File: src/hdl/fpt_pkg.sv
`default_nettype none

package fpt_pkg;

   // Table geometry.
   localparam int MAX_FAULTS = 32;
   localparam int IDX_W      = $clog2(MAX_FAULTS);
   localparam int CNT_W      = $clog2(MAX_FAULTS + 1);

   // Item kinds.
   localparam logic KIND_RAISE = 1'b0;
   localparam logic KIND_CLEAR = 1'b1;

   // Result status codes.
   localparam logic [2:0] STATUS_INSERTED  = 3'd0;
   localparam logic [2:0] STATUS_PRESENT   = 3'd1;
   localparam logic [2:0] STATUS_REMOVED   = 3'd2;
   localparam logic [2:0] STATUS_NOT_FOUND = 3'd3;
   localparam logic [2:0] STATUS_FULL      = 3'd4;

   // Pause classes.
   localparam logic [1:0] CLASS_NONE      = 2'd0;
   localparam logic [1:0] CLASS_PAUSE     = 2'd1;
   localparam logic [1:0] CLASS_PAUSE_MAN = 2'd2;
   localparam logic [1:0] CLASS_EMERGENCY = 2'd3;

   // Configuration register indexes.
   localparam int CSR_INDEX_W = 2;
   localparam int CSR_DATA_W  = 4;
   localparam logic [CSR_INDEX_W-1:0] CSR_ERROR_LEVEL   = 2'd0;
   localparam logic [CSR_INDEX_W-1:0] CSR_WARNING_LEVEL = 2'd1;
   localparam logic [CSR_INDEX_W-1:0] CSR_NONE_RESPONSE = 2'd2;

   localparam logic [2:0] ERROR_LEVEL_RESET   = 3'd3;
   localparam logic [2:0] WARNING_LEVEL_RESET = 3'd2;
   localparam logic [3:0] NONE_RESPONSE_RESET = 4'd0;

   typedef struct packed {
      logic        kind;
      logic [15:0] fault_id;
      logic [7:0]  fault_priority;
      logic [3:0]  response_code;
      logic [2:0]  fault_level;
      logic [1:0]  pause_class;
      logic        handle;
   } req_type;

   typedef struct packed {
      logic [2:0]  status;
      logic        top_valid;
      logic [15:0] top_code;
      logic [5:0]  fault_count;
      logic        evaluated;
      logic        move_pause;
      logic        pause_latched;
      logic        emergency;
   } rsp_type;

   // One stored fault.
   typedef struct packed {
      logic [15:0] code;
      logic [7:0]  prio;
      logic [3:0]  resp;
      logic [2:0]  level;
      logic [1:0]  pclass;
   } entry_type;

   localparam int ENTRY_W = $bits(entry_type);

   typedef struct packed {
      logic [2:0] error_level;
      logic [2:0] warning_level;
      logic [3:0] none_response_code;
   } cfg_type;

   // Outcome of comparing the item against one stored entry.
   typedef struct packed {
      logic code_eq;
      logic outranks;
      logic move_pause;
      logic pause_latched;
      logic emergency;
   } cmp_type;

   // Table memory access from the sequencer.
   typedef struct packed {
      logic             wr_en;
      logic [IDX_W-1:0] wr_addr;
      entry_type        wr_data;
      logic [IDX_W-1:0] rd_addr;
   } mem_req_type;

endpackage

`default_nettype wire

File: src/hdl/fault_priority_table.sv
// Fault priority table.
// Raise and clear requests arrive on the req_ channel (req_valid, req_stall,
// req_data); each one produces exactly one result transfer on the rsp_
// channel (rsp_valid, rsp_stall, rsp_data) with the status, the top fault
// code, the fault count and the outcome of the response evaluation.
// The block works on one request at a time. A search pass over the held
// faults is followed by the decision; an insert then shifts and places, a
// removal shifts, and the response evaluation pass follows if the request is
// handled, reaches the error level and names a response other than the none
// code. The result is then loaded into the output register once that is
// free (with no shift or evaluation pass when the table is left unchanged),
// and the next request is taken only after that. All passes go through the
// single read port of the table memory. req_stall is high from acceptance
// until the result is loaded.
// A finished result waits in the output register while rsp_stall is high;
// a new request may be accepted meanwhile, but its result is only loaded
// once the previous one has been transferred.
// Reset empties the table, drops any pending result and restores the
// configuration registers; csr_ writes may come at any time the block idles.
`default_nettype none

module fault_priority_table (
   input  wire logic                                 clock,
   input  wire logic                                 reset,

   input  wire logic                                 req_valid,
   output logic                                      req_stall,
   input  wire fpt_pkg::req_type                     req_data,

   output logic                                      rsp_valid,
   input  wire logic                                 rsp_stall,
   output fpt_pkg::rsp_type                          rsp_data,

   input  wire logic                                 csr_we,
   input  wire logic [fpt_pkg::CSR_INDEX_W-1:0]      csr_index,
   input  wire logic [fpt_pkg::CSR_DATA_W-1:0]       csr_wdata
);

   fpt_pkg::cfg_type     cfg_ff, cfg_in;
   logic                 rsp_valid_ff, rsp_valid_in;
   fpt_pkg::rsp_type     rsp_data_ff, rsp_data_in;

   logic                 start;
   logic                 idle;
   logic                 done;
   logic                 rsp_free;
   fpt_pkg::rsp_type     result;
   fpt_pkg::mem_req_type mem;
   logic [fpt_pkg::ENTRY_W-1:0] rd_bits;

   // A request transfer happens when the sequencer sits idle.
   assign req_stall = !idle;
   assign start     = req_valid && !req_stall;

   // The output register can take a new result when it is empty or is
   // being emptied in this cycle.
   assign rsp_free = !rsp_valid_ff || !rsp_stall;

   fpt_ctrl u_ctrl (
      .clock    (clock),
      .reset    (reset),
      .start    (start),
      .req      (req_data),
      .cfg      (cfg_ff),
      .rsp_free (rsp_free),
      .rd_data  (fpt_pkg::entry_type'(rd_bits)),
      .mem      (mem),
      .idle     (idle),
      .done     (done),
      .result   (result)
   );

   // Table storage; entries beyond the count are never used.
   fpt_ram #(
      .WIDTH (fpt_pkg::ENTRY_W),
      .DEPTH (fpt_pkg::MAX_FAULTS)
   ) u_ram (
      .clock   (clock),
      .wr_en   (mem.wr_en),
      .wr_addr (mem.wr_addr),
      .wr_data (mem.wr_data),
      .rd_addr (mem.rd_addr),
      .rd_data (rd_bits)
   );

   // Configuration writes; an index outside the register list is ignored.
   always_comb begin
      cfg_in = cfg_ff;
      if (csr_we) begin
         case (csr_index)
            fpt_pkg::CSR_ERROR_LEVEL: begin
               cfg_in.error_level = csr_wdata[2:0];
            end
            fpt_pkg::CSR_WARNING_LEVEL: begin
               cfg_in.warning_level = csr_wdata[2:0];
            end
            fpt_pkg::CSR_NONE_RESPONSE: begin
               cfg_in.none_response_code = csr_wdata[3:0];
            end
            default: begin
               cfg_in = cfg_ff;
            end
         endcase
      end
   end

   // Output register: loaded when the sequencer finishes, cleared once the
   // receiver takes the transfer.
   always_comb begin
      rsp_valid_in = rsp_valid_ff;
      rsp_data_in  = rsp_data_ff;
      if (done) begin
         rsp_valid_in = 1'b1;
         rsp_data_in  = result;
      end else if (rsp_valid_ff && !rsp_stall) begin
         rsp_valid_in = 1'b0;
      end
   end

   always_ff @(posedge clock) begin
      if (reset) begin
         cfg_ff.error_level        <= fpt_pkg::ERROR_LEVEL_RESET;
         cfg_ff.warning_level      <= fpt_pkg::WARNING_LEVEL_RESET;
         cfg_ff.none_response_code <= fpt_pkg::NONE_RESPONSE_RESET;
         rsp_valid_ff              <= 1'b0;
      end else begin
         cfg_ff       <= cfg_in;
         rsp_valid_ff <= rsp_valid_in;
      end
   end

   always_ff @(posedge clock) begin
      rsp_data_ff <= rsp_data_in;
   end

   assign rsp_valid = rsp_valid_ff;
   assign rsp_data  = rsp_data_ff;

endmodule

`default_nettype wire

File: src/hdl/fpt_ram.sv
`default_nettype none

module fpt_ram #(
   parameter int WIDTH = 8,
   parameter int DEPTH = 16
) (
   input  wire logic                     clock,
   input  wire logic                     wr_en,
   input  wire logic [$clog2(DEPTH)-1:0] wr_addr,
   input  wire logic [WIDTH-1:0]         wr_data,
   input  wire logic [$clog2(DEPTH)-1:0] rd_addr,
   output logic      [WIDTH-1:0]         rd_data
);

   logic [WIDTH-1:0] mem_ff [DEPTH];

   always_ff @(posedge clock) begin
      if (wr_en) begin
         mem_ff[wr_addr] <= wr_data;
      end
      rd_data <= mem_ff[rd_addr];
   end

endmodule

`default_nettype wire

File: src/hdl/fpt_cmp.sv
`default_nettype none

// Compares the current item against one stored entry per cycle.
module fpt_cmp (
   input  wire fpt_pkg::entry_type trig,
   input  wire fpt_pkg::entry_type stored,
   input  wire logic [2:0]         warning_level,
   output fpt_pkg::cmp_type        result
);

   logic contributes;

   always_comb begin
      result.code_eq = (trig.code == stored.code);

      if (trig.prio != stored.prio) begin
         result.outranks = (trig.prio > stored.prio);
      end else if (trig.resp != stored.resp) begin
         result.outranks = (trig.resp > stored.resp);
      end else begin
         result.outranks = (trig.level > stored.level);
      end

      contributes = (stored.level > warning_level);
      result.move_pause    = contributes &&
                             ((stored.pclass == fpt_pkg::CLASS_PAUSE) ||
                              (stored.pclass == fpt_pkg::CLASS_PAUSE_MAN));
      result.pause_latched = contributes && (stored.pclass == fpt_pkg::CLASS_PAUSE_MAN);
      result.emergency     = contributes && (stored.pclass == fpt_pkg::CLASS_EMERGENCY);
   end

endmodule

`default_nettype wire

File: src/hdl/fpt_ctrl.sv
`default_nettype none

// Sequencer: search pass, decision, shift pass, placement and evaluation
// pass over the table memory; search and evaluation share one compare unit.
module fpt_ctrl (
   input  wire logic                clock,
   input  wire logic                reset,
   input  wire logic                start,
   input  wire fpt_pkg::req_type    req,
   input  wire fpt_pkg::cfg_type    cfg,
   input  wire logic                rsp_free,
   input  wire fpt_pkg::entry_type  rd_data,
   output fpt_pkg::mem_req_type     mem,
   output logic                     idle,
   output logic                     done,
   output fpt_pkg::rsp_type         result
);

   localparam int CNT_W = fpt_pkg::CNT_W;
   localparam int IDX_W = fpt_pkg::IDX_W;

   typedef enum logic [6:0] {
      ST_IDLE   = 7'b0000001,
      ST_SEARCH = 7'b0000010,
      ST_DECIDE = 7'b0000100,
      ST_SHIFT  = 7'b0001000,
      ST_PLACE  = 7'b0010000,
      ST_EVAL   = 7'b0100000,
      ST_DONE   = 7'b1000000
   } state_type;

   state_type          state_ff, state_in;
   logic               kind_ff, kind_in;
   logic               handle_ff, handle_in;
   fpt_pkg::entry_type trig_ff, trig_in;
   logic [CNT_W-1:0]   count_ff, count_in;
   logic [CNT_W-1:0]   idx_ff, idx_in;
   logic [CNT_W-1:0]   pidx_ff, pidx_in;
   logic               pend_ff, pend_in;
   logic               iss_ff, iss_in;
   logic               found_ff, found_in;
   logic [CNT_W-1:0]   fpos_ff, fpos_in;
   logic               ins_found_ff, ins_found_in;
   logic [CNT_W-1:0]   ipos_ff, ipos_in;
   logic [2:0]         status_ff, status_in;
   logic               eval_ff, eval_in;
   logic               pm_ff, pm_in;
   logic               pl_ff, pl_in;
   logic               em_ff, em_in;
   logic [15:0]        top_code_ff, top_code_in;

   fpt_pkg::cmp_type   cmp;
   logic               eval_go;
   logic [CNT_W-1:0]   pos;
   logic [CNT_W-1:0]   idx_next;
   logic [CNT_W-1:0]   wr_idx;

   fpt_cmp u_cmp (
      .trig          (trig_ff),
      .stored        (rd_data),
      .warning_level (cfg.warning_level),
      .result        (cmp)
   );

   assign eval_go = handle_ff && (trig_ff.level >= cfg.error_level) &&
                    (trig_ff.resp != cfg.none_response_code);
   assign idx_next = idx_ff + 1'b1;

   always_comb begin
      state_in     = state_ff;
      kind_in      = kind_ff;
      handle_in    = handle_ff;
      trig_in      = trig_ff;
      count_in     = count_ff;
      idx_in       = idx_ff;
      pidx_in      = pidx_ff;
      pend_in      = pend_ff;
      iss_in       = iss_ff;
      found_in     = found_ff;
      fpos_in      = fpos_ff;
      ins_found_in = ins_found_ff;
      ipos_in      = ipos_ff;
      status_in    = status_ff;
      eval_in      = eval_ff;
      pm_in        = pm_ff;
      pl_in        = pl_ff;
      em_in        = em_ff;
      top_code_in  = top_code_ff;
      done         = 1'b0;
      pos          = ins_found_ff ? ipos_ff : count_ff;
      wr_idx       = '0;
      mem          = '0;
      mem.rd_addr  = idx_ff[IDX_W-1:0];

      case (state_ff)
         ST_IDLE: begin
            if (start) begin
               kind_in        = req.kind;
               handle_in      = req.handle;
               trig_in.code   = req.fault_id;
               trig_in.prio   = req.fault_priority;
               trig_in.resp   = req.response_code;
               trig_in.level  = req.fault_level;
               trig_in.pclass = req.pause_class;
               idx_in         = '0;
               pend_in        = 1'b0;
               found_in       = 1'b0;
               ins_found_in   = 1'b0;
               eval_in        = 1'b0;
               pm_in          = 1'b0;
               pl_in          = 1'b0;
               em_in          = 1'b0;
               state_in       = ST_SEARCH;
            end
         end

         ST_SEARCH: begin
            pend_in = 1'b0;
            if (idx_ff < count_ff) begin
               pend_in = 1'b1;
               pidx_in = idx_ff;
               idx_in  = idx_next;
            end
            if (pend_ff) begin
               if (cmp.code_eq && !found_ff) begin
                  found_in = 1'b1;
                  fpos_in  = pidx_ff;
                  if (kind_ff == fpt_pkg::KIND_CLEAR) begin
                     trig_in = rd_data;
                  end
               end
               if ((kind_ff == fpt_pkg::KIND_RAISE) && cmp.outranks && !ins_found_ff) begin
                  ins_found_in = 1'b1;
                  ipos_in      = pidx_ff;
               end
            end
            if ((idx_ff >= count_ff) && !pend_ff) begin
               state_in = ST_DECIDE;
            end
         end

         ST_DECIDE: begin
            pend_in = 1'b0;
            if (kind_ff == fpt_pkg::KIND_RAISE) begin
               if (found_ff) begin
                  status_in = fpt_pkg::STATUS_PRESENT;
                  state_in  = ST_DONE;
               end else if (count_ff == CNT_W'(fpt_pkg::MAX_FAULTS)) begin
                  status_in = fpt_pkg::STATUS_FULL;
                  state_in  = ST_DONE;
               end else begin
                  status_in = fpt_pkg::STATUS_INSERTED;
                  fpos_in   = pos;
                  if (pos == count_ff) begin
                     state_in = ST_PLACE;
                  end else begin
                     idx_in   = count_ff - 1'b1;
                     iss_in   = 1'b1;
                     state_in = ST_SHIFT;
                  end
               end
            end else begin
               if (!found_ff) begin
                  status_in = fpt_pkg::STATUS_NOT_FOUND;
                  state_in  = ST_DONE;
               end else begin
                  status_in = fpt_pkg::STATUS_REMOVED;
                  idx_in    = fpos_ff + 1'b1;
                  iss_in    = ((fpos_ff + 1'b1) < count_ff);
                  state_in  = ST_SHIFT;
               end
            end
         end

         ST_SHIFT: begin
            pend_in = 1'b0;
            if (iss_ff) begin
               pend_in = 1'b1;
               pidx_in = idx_ff;
               if (kind_ff == fpt_pkg::KIND_RAISE) begin
                  if (idx_ff == fpos_ff) begin
                     iss_in = 1'b0;
                  end else begin
                     idx_in = idx_ff - 1'b1;
                  end
               end else begin
                  idx_in = idx_next;
                  iss_in = (idx_next < count_ff);
               end
            end
            if (pend_ff) begin
               wr_idx      = (kind_ff == fpt_pkg::KIND_RAISE) ? pidx_ff + 1'b1
                                                              : pidx_ff - 1'b1;
               mem.wr_en   = 1'b1;
               mem.wr_addr = wr_idx[IDX_W-1:0];
               mem.wr_data = rd_data;
            end
            if (!iss_ff && !pend_ff) begin
               if (kind_ff == fpt_pkg::KIND_RAISE) begin
                  state_in = ST_PLACE;
               end else begin
                  count_in = count_ff - 1'b1;
                  idx_in   = '0;
                  eval_in  = eval_go;
                  state_in = eval_go ? ST_EVAL : ST_DONE;
               end
            end
         end

         ST_PLACE: begin
            mem.wr_en   = 1'b1;
            mem.wr_addr = fpos_ff[IDX_W-1:0];
            mem.wr_data = trig_ff;
            count_in    = count_ff + 1'b1;
            idx_in      = '0;
            pend_in     = 1'b0;
            eval_in     = eval_go;
            state_in    = eval_go ? ST_EVAL : ST_DONE;
         end

         ST_EVAL: begin
            pend_in = 1'b0;
            if (idx_ff < count_ff) begin
               pend_in = 1'b1;
               pidx_in = idx_ff;
               idx_in  = idx_next;
            end
            if (pend_ff) begin
               pm_in = pm_ff | cmp.move_pause;
               pl_in = pl_ff | cmp.pause_latched;
               em_in = em_ff | cmp.emergency;
            end
            if ((idx_ff >= count_ff) && !pend_ff) begin
               state_in = ST_DONE;
            end
         end

         ST_DONE: begin
            if (rsp_free) begin
               done     = 1'b1;
               state_in = ST_IDLE;
            end
         end

         default: begin
            state_in = ST_IDLE;
         end
      endcase

      // The head of the table is mirrored so it never costs a read.
      if (mem.wr_en && (mem.wr_addr == '0)) begin
         top_code_in = mem.wr_data.code;
      end
   end

   always_ff @(posedge clock) begin
      if (reset) begin
         state_ff <= ST_IDLE;
         count_ff <= '0;
         pend_ff  <= 1'b0;
         iss_ff   <= 1'b0;
      end else begin
         state_ff <= state_in;
         count_ff <= count_in;
         pend_ff  <= pend_in;
         iss_ff   <= iss_in;
      end
   end

   always_ff @(posedge clock) begin
      kind_ff      <= kind_in;
      handle_ff    <= handle_in;
      trig_ff      <= trig_in;
      idx_ff       <= idx_in;
      pidx_ff      <= pidx_in;
      found_ff     <= found_in;
      fpos_ff      <= fpos_in;
      ins_found_ff <= ins_found_in;
      ipos_ff      <= ipos_in;
      status_ff    <= status_in;
      eval_ff      <= eval_in;
      pm_ff        <= pm_in;
      pl_ff        <= pl_in;
      em_ff        <= em_in;
      top_code_ff  <= top_code_in;
   end

   assign idle = (state_ff == ST_IDLE);

   always_comb begin
      result.status        = status_ff;
      result.top_valid     = (count_ff != '0);
      result.top_code      = (count_ff != '0) ? top_code_ff : 16'd0;
      result.fault_count   = 6'(count_ff);
      result.evaluated     = eval_ff;
      result.move_pause    = pm_ff;
      result.pause_latched = pl_ff;
      result.emergency     = em_ff;
   end

endmodule

`default_nettype wire
File: config.mk
export PLATFORM = sky130hd
export DESIGN_NAME = fault_priority_table
export DESIGN_NICKNAME = d
export VERILOG_FILES = /design/src/hdl/fpt_pkg.sv /design/src/hdl/fault_priority_table.sv /design/src/hdl/fpt_ram.sv /design/src/hdl/fpt_cmp.sv /design/src/hdl/fpt_ctrl.sv
export SDC_FILE = /design/constraint.sdc
export NUM_CORES = 1
export LEC_CHECK = 0
export BUFFER_PORTS_ARGS = -buffer_cell sky130_fd_sc_hd__buf_2
export CAP_MARGIN = 0
export CELL_PAD_IN_SITES_DETAIL_PLACEMENT = 1
export CELL_PAD_IN_SITES_GLOBAL_PLACEMENT = 1
export CORE_MARGIN = 4
export CORE_UTILIZATION = 40
export DETAILED_ROUTE_END_ITERATION = 8
export MAX_ROUTING_LAYER = met4
export PLACE_DENSITY = 0.59
export SLEW_MARGIN = 30
export SYNTH_ARGS = -nofsm -noshare
export SYNTH_HDL_FRONTEND = slang
export SYNTH_SLANG_ARGS = --single-unit
File: constraint.sdc
create_clock -name clock -period 12.35 [get_ports clock]
set_input_delay 1.8525 -clock clock [delete_from_list [all_inputs] [get_ports clock]]
set_output_delay 1.8525 -clock clock [all_outputs]
set_load 0.01 [all_outputs]
After elaboration in Yosys (flattened, before gate mapping)
Memories as Yosys holds them, arrays and structs flattened. A register that Yosys moved wholly into a read port is not among the register bits.
Cells that the tools add are included.
Word-level totals
  bits in writable memories: 1056
  flip-flop bits (word level): 140
  input port bits: 46
  memories kept: 1
Operators by class
  magnitude comparators: 9
  multiplexer cells: 87
  equal/unequal tests: 39
  bitwise operators: 4
  add/sub/neg operators: 7
  reductions and logical operators: 54
Memory list
  u_ram.mem_ff: depth 32, width 33, rd ports 1, clocked after Yosys merged registers in 1, write ports 1, RTL line fpt_ram.sv:15  | logic [WIDTH-1:0] mem_ff [DEPTH];
Operators with widths (count)
  $mux 33: 4
  $mux 6: 22
  $pmux 39 s2: 1
  $mux 7: 11
  $pmux 33 s2: 1
  $pmux 7 s7: 1
  $mux 39: 1
  $pmux 6 s2: 3
  $pmux 6 s5: 1
  $mux 1: 29
  $ne 2x1->1 const B: 11
  $add 6x1->6 const B: 3
  $lt 6x6->1: 3
  $eq 16x16->1: 1
  $reduce_and 5->1: 3
  $reduce_bool 2->1: 7
  $logic_and 1x1->1: 13
  $eq 6x6->1: 2
  $pmux 1 s2: 6
  $reduce_and 3->1: 4
  $reduce_and 4->1: 3
  $sub 6x1->6 const B: 2
  $mux 5: 2
  $ne 2x2->1 const B: 5
  other kinds (38): 61

Longest topological paths before layout
Gate-level depths: netlist (run 1).
  word-level depth: 8
  depth in mapped cells: 12
  gate-level depth less buffers: 9

Cells and area by module
A second synthesis (run 1) with hierarchy kept.
Unflattened totals
  cells, all modules: 3141
  area, all modules: 50038.0 um^2
By module, submodules not included
  fpt_ram: sequential area each 32371.0 um^2, cells each 2332, times used 1, area each 41813.9 um^2
  fpt_ctrl: sequential area each 2822.7 um^2, cells each 644, times used 1, area each 6164.7 um^2
  fault_priority_table: sequential area each 1121.1 um^2, cells each 77, times used 1, area each 1378.8 um^2
  fpt_cmp: sequential area each 0.0 um^2, cells each 88, times used 1, area each 680.7 um^2

Worst setup path after synthesis (run 1)
Ideal clock, no wire load.
  path type: in2reg
  from: in req_valid
  to: reg u_ctrl.trig_ff[0] (netlist bit) (enable)
  arrival time: 3.654 ns
  path slack: 8.262 ns
  data required time: 11.916 ns
  cell stages on the path: 2
  library setup time: 0.434 ns
  path buffers: 0
  cells stage by stage: nand4_1 -> a21oi_1
On the way
  word-level cells in the longest chain between the ends: 3
RTL lines
  start, declared: RTL line fault_priority_table.sv:26  | input wire logic req_valid,
  $logic_and 1x1->1: RTL line fault_priority_table.sv:53  | assign start = req_valid && !req_stall;
  $ne 2x2->1 (no line)
  $reduce_and 5->1 (no line)
  end signal, assigned: RTL line fpt_ctrl.sv:273  | trig_ff <= trig_in;
  end, declared: RTL line fpt_ctrl.sv:35  | fpt_pkg::entry_type trig_ff, trig_in;
Every way passes these cells.
A chain may end at the register's enable or synchronous reset.

Worst setup path after layout (run 1)
  from: reg u_ctrl.kind_ff
  to: mem u_ram.mem_ff[7][6] (netlist bit) (enable)
On the way
  word-level cells in the longest chain between the ends: 3
RTL lines
  start, declared: RTL line fpt_ctrl.sv:33  | logic kind_ff, kind_in;
  start signal, assigned: RTL line fpt_ctrl.sv:271  | kind_ff <= kind_in;
  $mux 5: RTL line fpt_ctrl.sv:192  | wr_idx = (kind_ff == fpt_pkg::KIND_RAISE) ? pidx_ff + 1'b1
  $mux 39: RTL line fpt_ctrl.sv:191  | if (pend_ff) begin
  $pmux 39 s2: RTL line fpt_ctrl.sv:95  | case (state_ff)
  end, declared: RTL line fpt_ram.sv:15
Every way passes these cells.

==> results_dict.tcl, run 1 <==
set metrics [dict create \
    status "finished clean" \
    setup_viol_count_final 0 \
    max_slew_margin 0.3288 \
    critPathSlowestCell "nand2b_1" \
    post_cts_buffers 0 \
    ys_ff_latch 1229 \
    grt_max_degree 123 \
    wirelength_um 134500 \
    required_ns 12.83 \
    dieArea_mm2 0.1277 \
    row_count 127 \
    drive_gt1_frac 0.3181 \
    synth_top_area_frac 0.7194 \
    synthFlopType "edfxtp_1" \
    path_cells "buf_4 -> clkinv_1 -> fa_1 -> nor2b_1 -> o21ai_0 -> a21o_1 -> a21oi_1 -> nand2b_1 -> nor2_4 -> buf_16" \
    grt_usage 0.2209 \
    crit_start "u_ctrl.kind_ff" \
    post_drt_via_cell_ratio 5.709 \
    worst_slew_pin_slew_ns 1.007 \
    final_util 0.4752 \
    synth.avg_cell_area_um2 20.96 \
    grt_pass1_vias 25393 \
    worst_path_largest_cell_delay_ns 0.85 \
    grt_pass1_wl_um 194400 \
    layout_setup_ws_ns 8.009 \
    cts_tree "done" \
    maxCapViolCount 0 \
    n_fill_cell 10779 \
    synth_edf_count 1170 \
    setup_tns_ns 0 \
    io-pin-count 78 \
    postSynth.asyncResetShare 0 \
    first_pass_iters 5 \
    setup.worst_path.class "register to register" \
    finalNetCount 2619 \
    syn-cell-area_mm2 0.04884 \
    r2r_slack_ns 8.01 \
    clkLatencyLatePin_ns 0.74 \
    rr_endpoint "u_ram.mem_ff[7][6]" \
    dp_hpwl_um 90040 \
    synth_area_leaders "edfxtp_1, mux4_2, dfxtp_1" \
    clk_pin_slew_ns 0.06 \
    synth_cell_types 63 \
    grt_overflow 0 \
    yosysSeqAreaShare 0.7436 \
    postCtsResizedCells 0 \
    slew_violations 0 \
    cts-htree-levels 4 \
    core_mm2 0.1206 \
    cts-root-buf "clkbuf_16" \
    hp-class "register to register" \
    crit_path_start_kind "register" \
    yosys_warnings 0 \
    wl_met2_um 67450 \
    numCtsBuffers 132 \
    die_h_um 357.4 \
    syn_to_final_growth_pct 17.37 \
    routed-wl-met3_um 7099 \
    drc 0 \
    power_density_mw_per_mm2 155.6 \
    num_antenna_cells 0 \
    place_ws_ns 8.076 \
    hold_buffers 0 \
    fmax_ghz 0.2304 \
    peakVddDrop_mv 0.1049 \
    start_util 0.4049 \
    clock-sinks 1229 \
    dp_cells 3996 \
    yosys.area.top_type "edfxtp_1" \
    p_leak_nw 15.12 \
    dr.max_layer_used "met4" \
    portBuffers 77 \
    met1_length_um 57550 \
    final_cells 4234 \
    cp-endpoint "u_ram.mem_ff[7][6]" \
    place.gp.congestion 0.8274 \
    antenna_found_initial 6 \
    syn_inst 2330 \
    ant_nets 0 \
    total_power_mw 8.917 \
    reg2reg_depth 10 \
    hold_violations 0 \
    cp_data_arrival_time_ns 4.82 \
    clk_path_buf_depth 3 \
    period_share 0.3515 \
    rsz0062_at_grt "no" \
    via_count 24173 \
    die_w_um 357.4 \
    drtIter0Drc 2408 \
    r2r-start "u_ctrl.kind_ff" \
    synth_nets 2427 \
    worst-path-max-fanout 30 \
    end_kind "register" \
    wl_per_cell_um 31.76 \
    timing.final.crit_period_ns 4.341 \
    finalClockSkew_ns 0.02483 \
]
[stage by stage]
| step | hold slack [ns] | instance area, µm² |
|---|---|---|
| global placement | 0.4040 | 51430 |
| detailed placement | 0.4071 | 53030 |
| global route | 0.4317 | 57320 |
| finish | 0.4181 | 57320 |
| CTS | 0.4205 | 57180 |
| floorplan | 0.4003 | 48840 |
[worst max-delay path: cells and delay by family, from the launching register on]
family,cells,cell delay [ns]
simple gates,3,1.31
fa+ha+maj,1,0.56
compound gates,3,0.77
buf+inv,3,1.06
flops,1,0.33
[routing by layer]
metal | track usage | up-vias
met5 | - | -
met4 | 0.04603 | 0
met3 | 0.03070 | 149
met2 | 0.3561 | 734
met1 | 0.3040 | 13251
li1 | - | 10039
[cells by family (layout without fill, tap and decap cells)]
group           after synthesis  count (layout)  share of synthesized area
compound gates              168             168                    0.02278
flops                      1229            1229                     0.7436
simple gates                250             250                    0.02511
fa+ha+maj                    51              51                    0.01322
buf+inv                     165             457                    0.01476
mux                         411             411                     0.1705
xor+xnor                     56              56                    0.01004
[cells in the mapped netlist, drive strengths merged, types with 2 or more instances]
cell type,instances
ha,50
a22oi,5
nor3,9
a211oi,11
nand3,20
dfxtp,59
nand2b,6
or3,5
o211ai,9
a31oi,6
nand3b,3
inv,43
a32oi,3
o22ai,3
nor2,82
o2111ai,4
xor2,25
nand4,13
and2,5
o21ai,46
mux2i,15
nand2,57
and3,7
and4b,2
or2,4
nor4b,2
mux4,330
nor2b,24
buf,48
edfxtp,1170
xnor2,31
a22o,19
a21oi,32
a211o,4
a21o,11
nor4,6
nor3b,3
clkbuf,73
o31a,3
mux2,66
[flip-flops by register name, summed over array words and instances, names as in the netlist, 7 cells and up]
register	cells
u_ctrl.trig_ff	33
cfg_ff	10
u_ram.rd_data	33
u_ctrl.state_ff	7
rsp_data	30
u_ctrl.top_code_ff	16
u_ram.mem_ff	1056
[cells in the final DEF, fill, tap and decap left out, types with 7 or more instances in the layout]
cell       synthesis  routed
o21ai_0           42      27
edfxtp_1        1170    1170
xnor2_1           31      31
clkbuf_16          0     138
xor2_1            25      25
mux2i_1           15      15
clkinv_2           0      23
buf_2             24      77
a21o_1            11      11
nor2_4             0      32
mux4_2           330     330
buf_8              0      13
clkbuf_8           0       8
inv_1             42      42
a22o_1            19       8
a22o_2             0       8
buf_16             0      52
o211ai_1           9       9
ha_1              50      50
a21oi_1           32      30
nor2b_1           24      23
nand4_1           13      13
clkinv_1           1      22
buf_4             11      28
dfxtp_1           59      59
mux2_2            66      66
a211oi_1          11      10
nor3_1             9       8
o21ai_4            0      13
clkbuf_1          73      29
nand2_1           57      57
nand3_1           20      20
bufinv_16          0       7
nor2_1            82      49
[worst min-delay path by stage]
stage          slack (ns)           startpoint      endpoint  cells past startpoint
2_1_floorplan        0.40  u_ctrl.status_ff[0]  rsp_data[27]                      0
3_3_place_gp         0.40       u_ctrl.eval_ff   rsp_data[3]                      0
3_5_place_dp         0.41  u_ctrl.status_ff[2]  rsp_data[29]                      0
4_1_cts              0.42  u_ctrl.status_ff[2]  rsp_data[29]                      0
5_1_grt              0.43  u_ctrl.status_ff[2]  rsp_data[29]                      0
6_report             0.42  u_ctrl.status_ff[2]  rsp_data[29]                      0
[report_power, final]
group / switching (mW) / internal (mW)
logic: 0.329 / 0.227
registers: 0.0245 / 4.52
clock network: 1.58 / 2.23
[layout make-up]
class / count / area, µm² / area share
repair buffers: 179 / 2359 / 0.04115
well taps: 1612 / 2017 / 0.03519
clock buffers: 175 / 3672 / 0.06407
flip-flops and latches: 1229 / 36310 / 0.6336
clock inverters: 59 / 484.2 / 0.008448
multi-input cells: 936 / 12310 / 0.2147
inverters: 44 / 165.2 / 0.002881
Power figures use the tool's default switching activity.
==> run 2, diff against run 1 <==
Settings changed: ABC_AREA from default to 1, PLACE_DENSITY 0.59 to 0.63.
Clock period 12.35 ns to 4 ns, I/O delays scaled along.
==> run 2 against run 1 <==
- power rose to 4.3 times the previous value
- clock skew rose by 0.0077 ns
- die area rose by 3.4%
- sequential share of layout area fell by 0.70 points
- utilization fell by 1.4 points
- global-route usage rose by 3.5 points
- cell count rose by 44%
- combinational power rose to 20 times the previous value
- setup slack got worse by 7.4 ns
- sequential cell count did not move
- synthesized area rose by 3.5%
- largest power group unchanged
- highest routed layer unchanged
==> results_dict.tcl, run 2 <==
set metrics [dict create \
    hold_violations 0 \
    ant_nets 0 \
    synth_xor_area_frac 0.003813 \
    period_share 0.8356 \
    max_slew_margin 0.3583 \
    fmax_ghz 0.2992 \
    postSynth.asyncResetShare 0 \
    end_kind "register" \
    drc 0 \
    final_cells 6115 \
    synth_compound_area_frac 0.1069 \
    first_pass_iters 5 \
    status "finished clean" \
    grt_max_degree 150 \
    antenna_found_initial 6 \
    synth_area_leaders "edfxtp_1, o21ai_0, nor2_1" \
    dp_hpwl_um 97780 \
    synth_top_family_by_area "simple AND/OR/NAND/NOR gates" \
    syn_to_final_growth_pct 14.70 \
    die_w_um 363.4 \
    final_common_cell "edfxtp_1" \
    yosys_warnings 0 \
    grt_usage 0.2559 \
    die_h_um 363.4 \
    drive_gt1_frac 0.1163 \
    clock-sinks 1229 \
    cts-root-buf "clkbuf_16" \
    io-pin-count 78 \
    setup_tns_ns 0 \
    r2r-start "u_ctrl.kind_ff" \
    cts-htree-levels 4 \
    wirelength_um 165200 \
    synth_cell_types 44 \
    synth.most_common_cell "edfxtp_1" \
    synth_top_area_frac 0.6953 \
    synth_edf_count 1170 \
    post_drt_via_cell_ratio 5.652 \
    hp-class "input port to register" \
    finalNetCount 4452 \
    hold_depth 3 \
    timing.final.crit_period_ns 3.342 \
    portBuffers 77 \
    synth.avg_cell_area_um2 11.95 \
    crit_path_start_kind "register" \
    cts_tree "done" \
    post_cts_buffers 0 \
    clk_pin_slew_ns 0.06 \
    setup_viol_count_final 0 \
    place_ws_ns 0.7248 \
    grt_overflow 0 \
    worst-path-max-fanout 12 \
    synthMuxAreaShare 0 \
    finalClockSkew_ns 0.03253 \
    yosys.area.top_type "edfxtp_1" \
    ys_ff_latch 1229 \
    synthFlopType "edfxtp_1" \
    clk_path_buf_depth 3 \
    yosysSeqAreaShare 0.7187 \
    worst_slew_pin_slew_ns 0.9626 \
    p_leak_nw 18.28 \
    top_register "u_ram.mem_ff" \
    final_util 0.4616 \
    rr_endpoint "u_ram.mem_ff[17][29]" \
    core_mm2 0.1256 \
    dp_cells 5865 \
    wl_per_cell_um 27.01 \
    min-delay-start "rsp_stall" \
    biggestRegsByFlops "u_ram.mem_ff x1056, u_ctrl.trig_ff x33, u_ram.rd_data x33" \
    rsz0062_at_grt "no" \
    row_count 130 \
    whs_endpoint "rsp_valid" \
    grt_pass1_wl_um 241300 \
    required_ns 4.47 \
    synth_common_cells "edfxtp_1, nor2_1, o21ai_0" \
    total_power_mw 38.36 \
    r2r_slack_ns 0.66 \
    clkLatencyLatePin_ns 0.78 \
    final_cell_mix "edfxtp_1, nor2_1, o21ai_0, nand2_1, inv_1" \
    numCtsBuffers 135 \
    drtIter0Drc 3552 \
    maxCapViolCount 0 \
    synthAdderAreaFrac 0.01278 \
    setup.worst_path.class "register to register" \
    via_count 34562 \
    synth-simple-area-share 0.1186 \
    grt_pass1_vias 35251 \
    cp_data_arrival_time_ns 3.81 \
    peakVddDrop_mv 0.6565 \
    syn-cell-area_mm2 0.05053 \
    largest_reg_flops 1056 \
    start_util 0.4024 \
    power_density_mw_per_mm2 661.9 \
    syn_inst 4227 \
    layout_setup_ws_ns 0.6575 \
    slew_violations 0 \
    reg2reg_depth 10 \
    dieArea_mm2 0.1321 \
    synth_nets 4324 \
    place.gp.congestion 0.8815 \
]
==> run 2: worst max path at each step <==
stage,startpoint,slack (ns),cells after the start,end
6_report,u_ctrl.kind_ff,0.66,10,u_ram.mem_ff[17][29]
5_1_grt,u_ctrl.kind_ff,0.56,10,u_ram.mem_ff[17][29]
4_1_cts,u_ctrl.kind_ff,0.67,10,u_ram.mem_ff[17][29]
3_5_place_dp,u_ctrl.kind_ff,0.72,10,u_ram.mem_ff[17][0]
3_3_place_gp,u_ctrl.kind_ff,0.72,10,u_ram.mem_ff[17][30]
2_1_floorplan,u_ctrl.kind_ff,0.03,13,u_ram.mem_ff[18][0]
==> run 2: worst max-delay path, stage by stage, from the launching register on <==
cell      delay (ns)
edfxtp_1        0.53
buf_4           0.22
ha_1            0.33
nand2_1         0.09
nand2_1         0.05
a21oi_1         0.16
nor2_1          0.10
o21ai_4         0.38
nand3_2         0.32
nor2_4          0.57
buf_12          0.24
==> run 2: repair_timing <==
action / 4_1_cts / 5_1_grt
hold buffers: 2 / 0
resized for setup: 0 / 0
hold endpoints to repair: 2 / 0
==> run 2: power breakdown <==
group	internal, mW	switching (mW)	leakage (nW)
clock network	6.90	5.21	2.07
logic	3.08	8.25	7.25
registers	14.4	0.479	8.96
==> run 2: layout make-up <==
type | instances | area [µm²]
Tap cell | 1650 | 2064
Inverter | 189 | 732.0
Fill cell | 13139 | 67610
Clock buffer | 182 | 3637
Multi-Input combinational cell | 2567 | 12680
Sequential cell | 1229 | 36310
Clock inverter | 64 | 615.6
Antenna cell | 1 | 2.502
Timing Repair Buffer | 233 | 1907
==> run 2: kinds of logic (layout without fill, tap and decap cells) <==
family	Yosys count	count (layout)
buffers and inverters	431	668
AOI/OAI and AO/OA	989	989
DFF	1229	1229
and+or+nand+nor	1505	1505
xor gates and xnor gates	22	22
adders and majority gates	51	51
other	0	1
==> run 2: per-stage QoR <==
stage	instance area (µm²)	hold slack, ns
2_1_floorplan	50530	0.4003
3_5_place_dp	53660	0.4079
4_1_cts	57930	0.04461
5_1_grt	57960	0.1075
6_report	57960	0.1076
3_3_place_gp	53660	0.4034
==> run 2: metal layers <==
metal,up-vias,global-route usage,part of all wire
li1,15374,-,-
met1,17821,0.3371,0.43
met2,1113,0.4159,0.48
met3,254,0.03620,0.060
met4,0,0.07540,0.028
met5,-,-,0
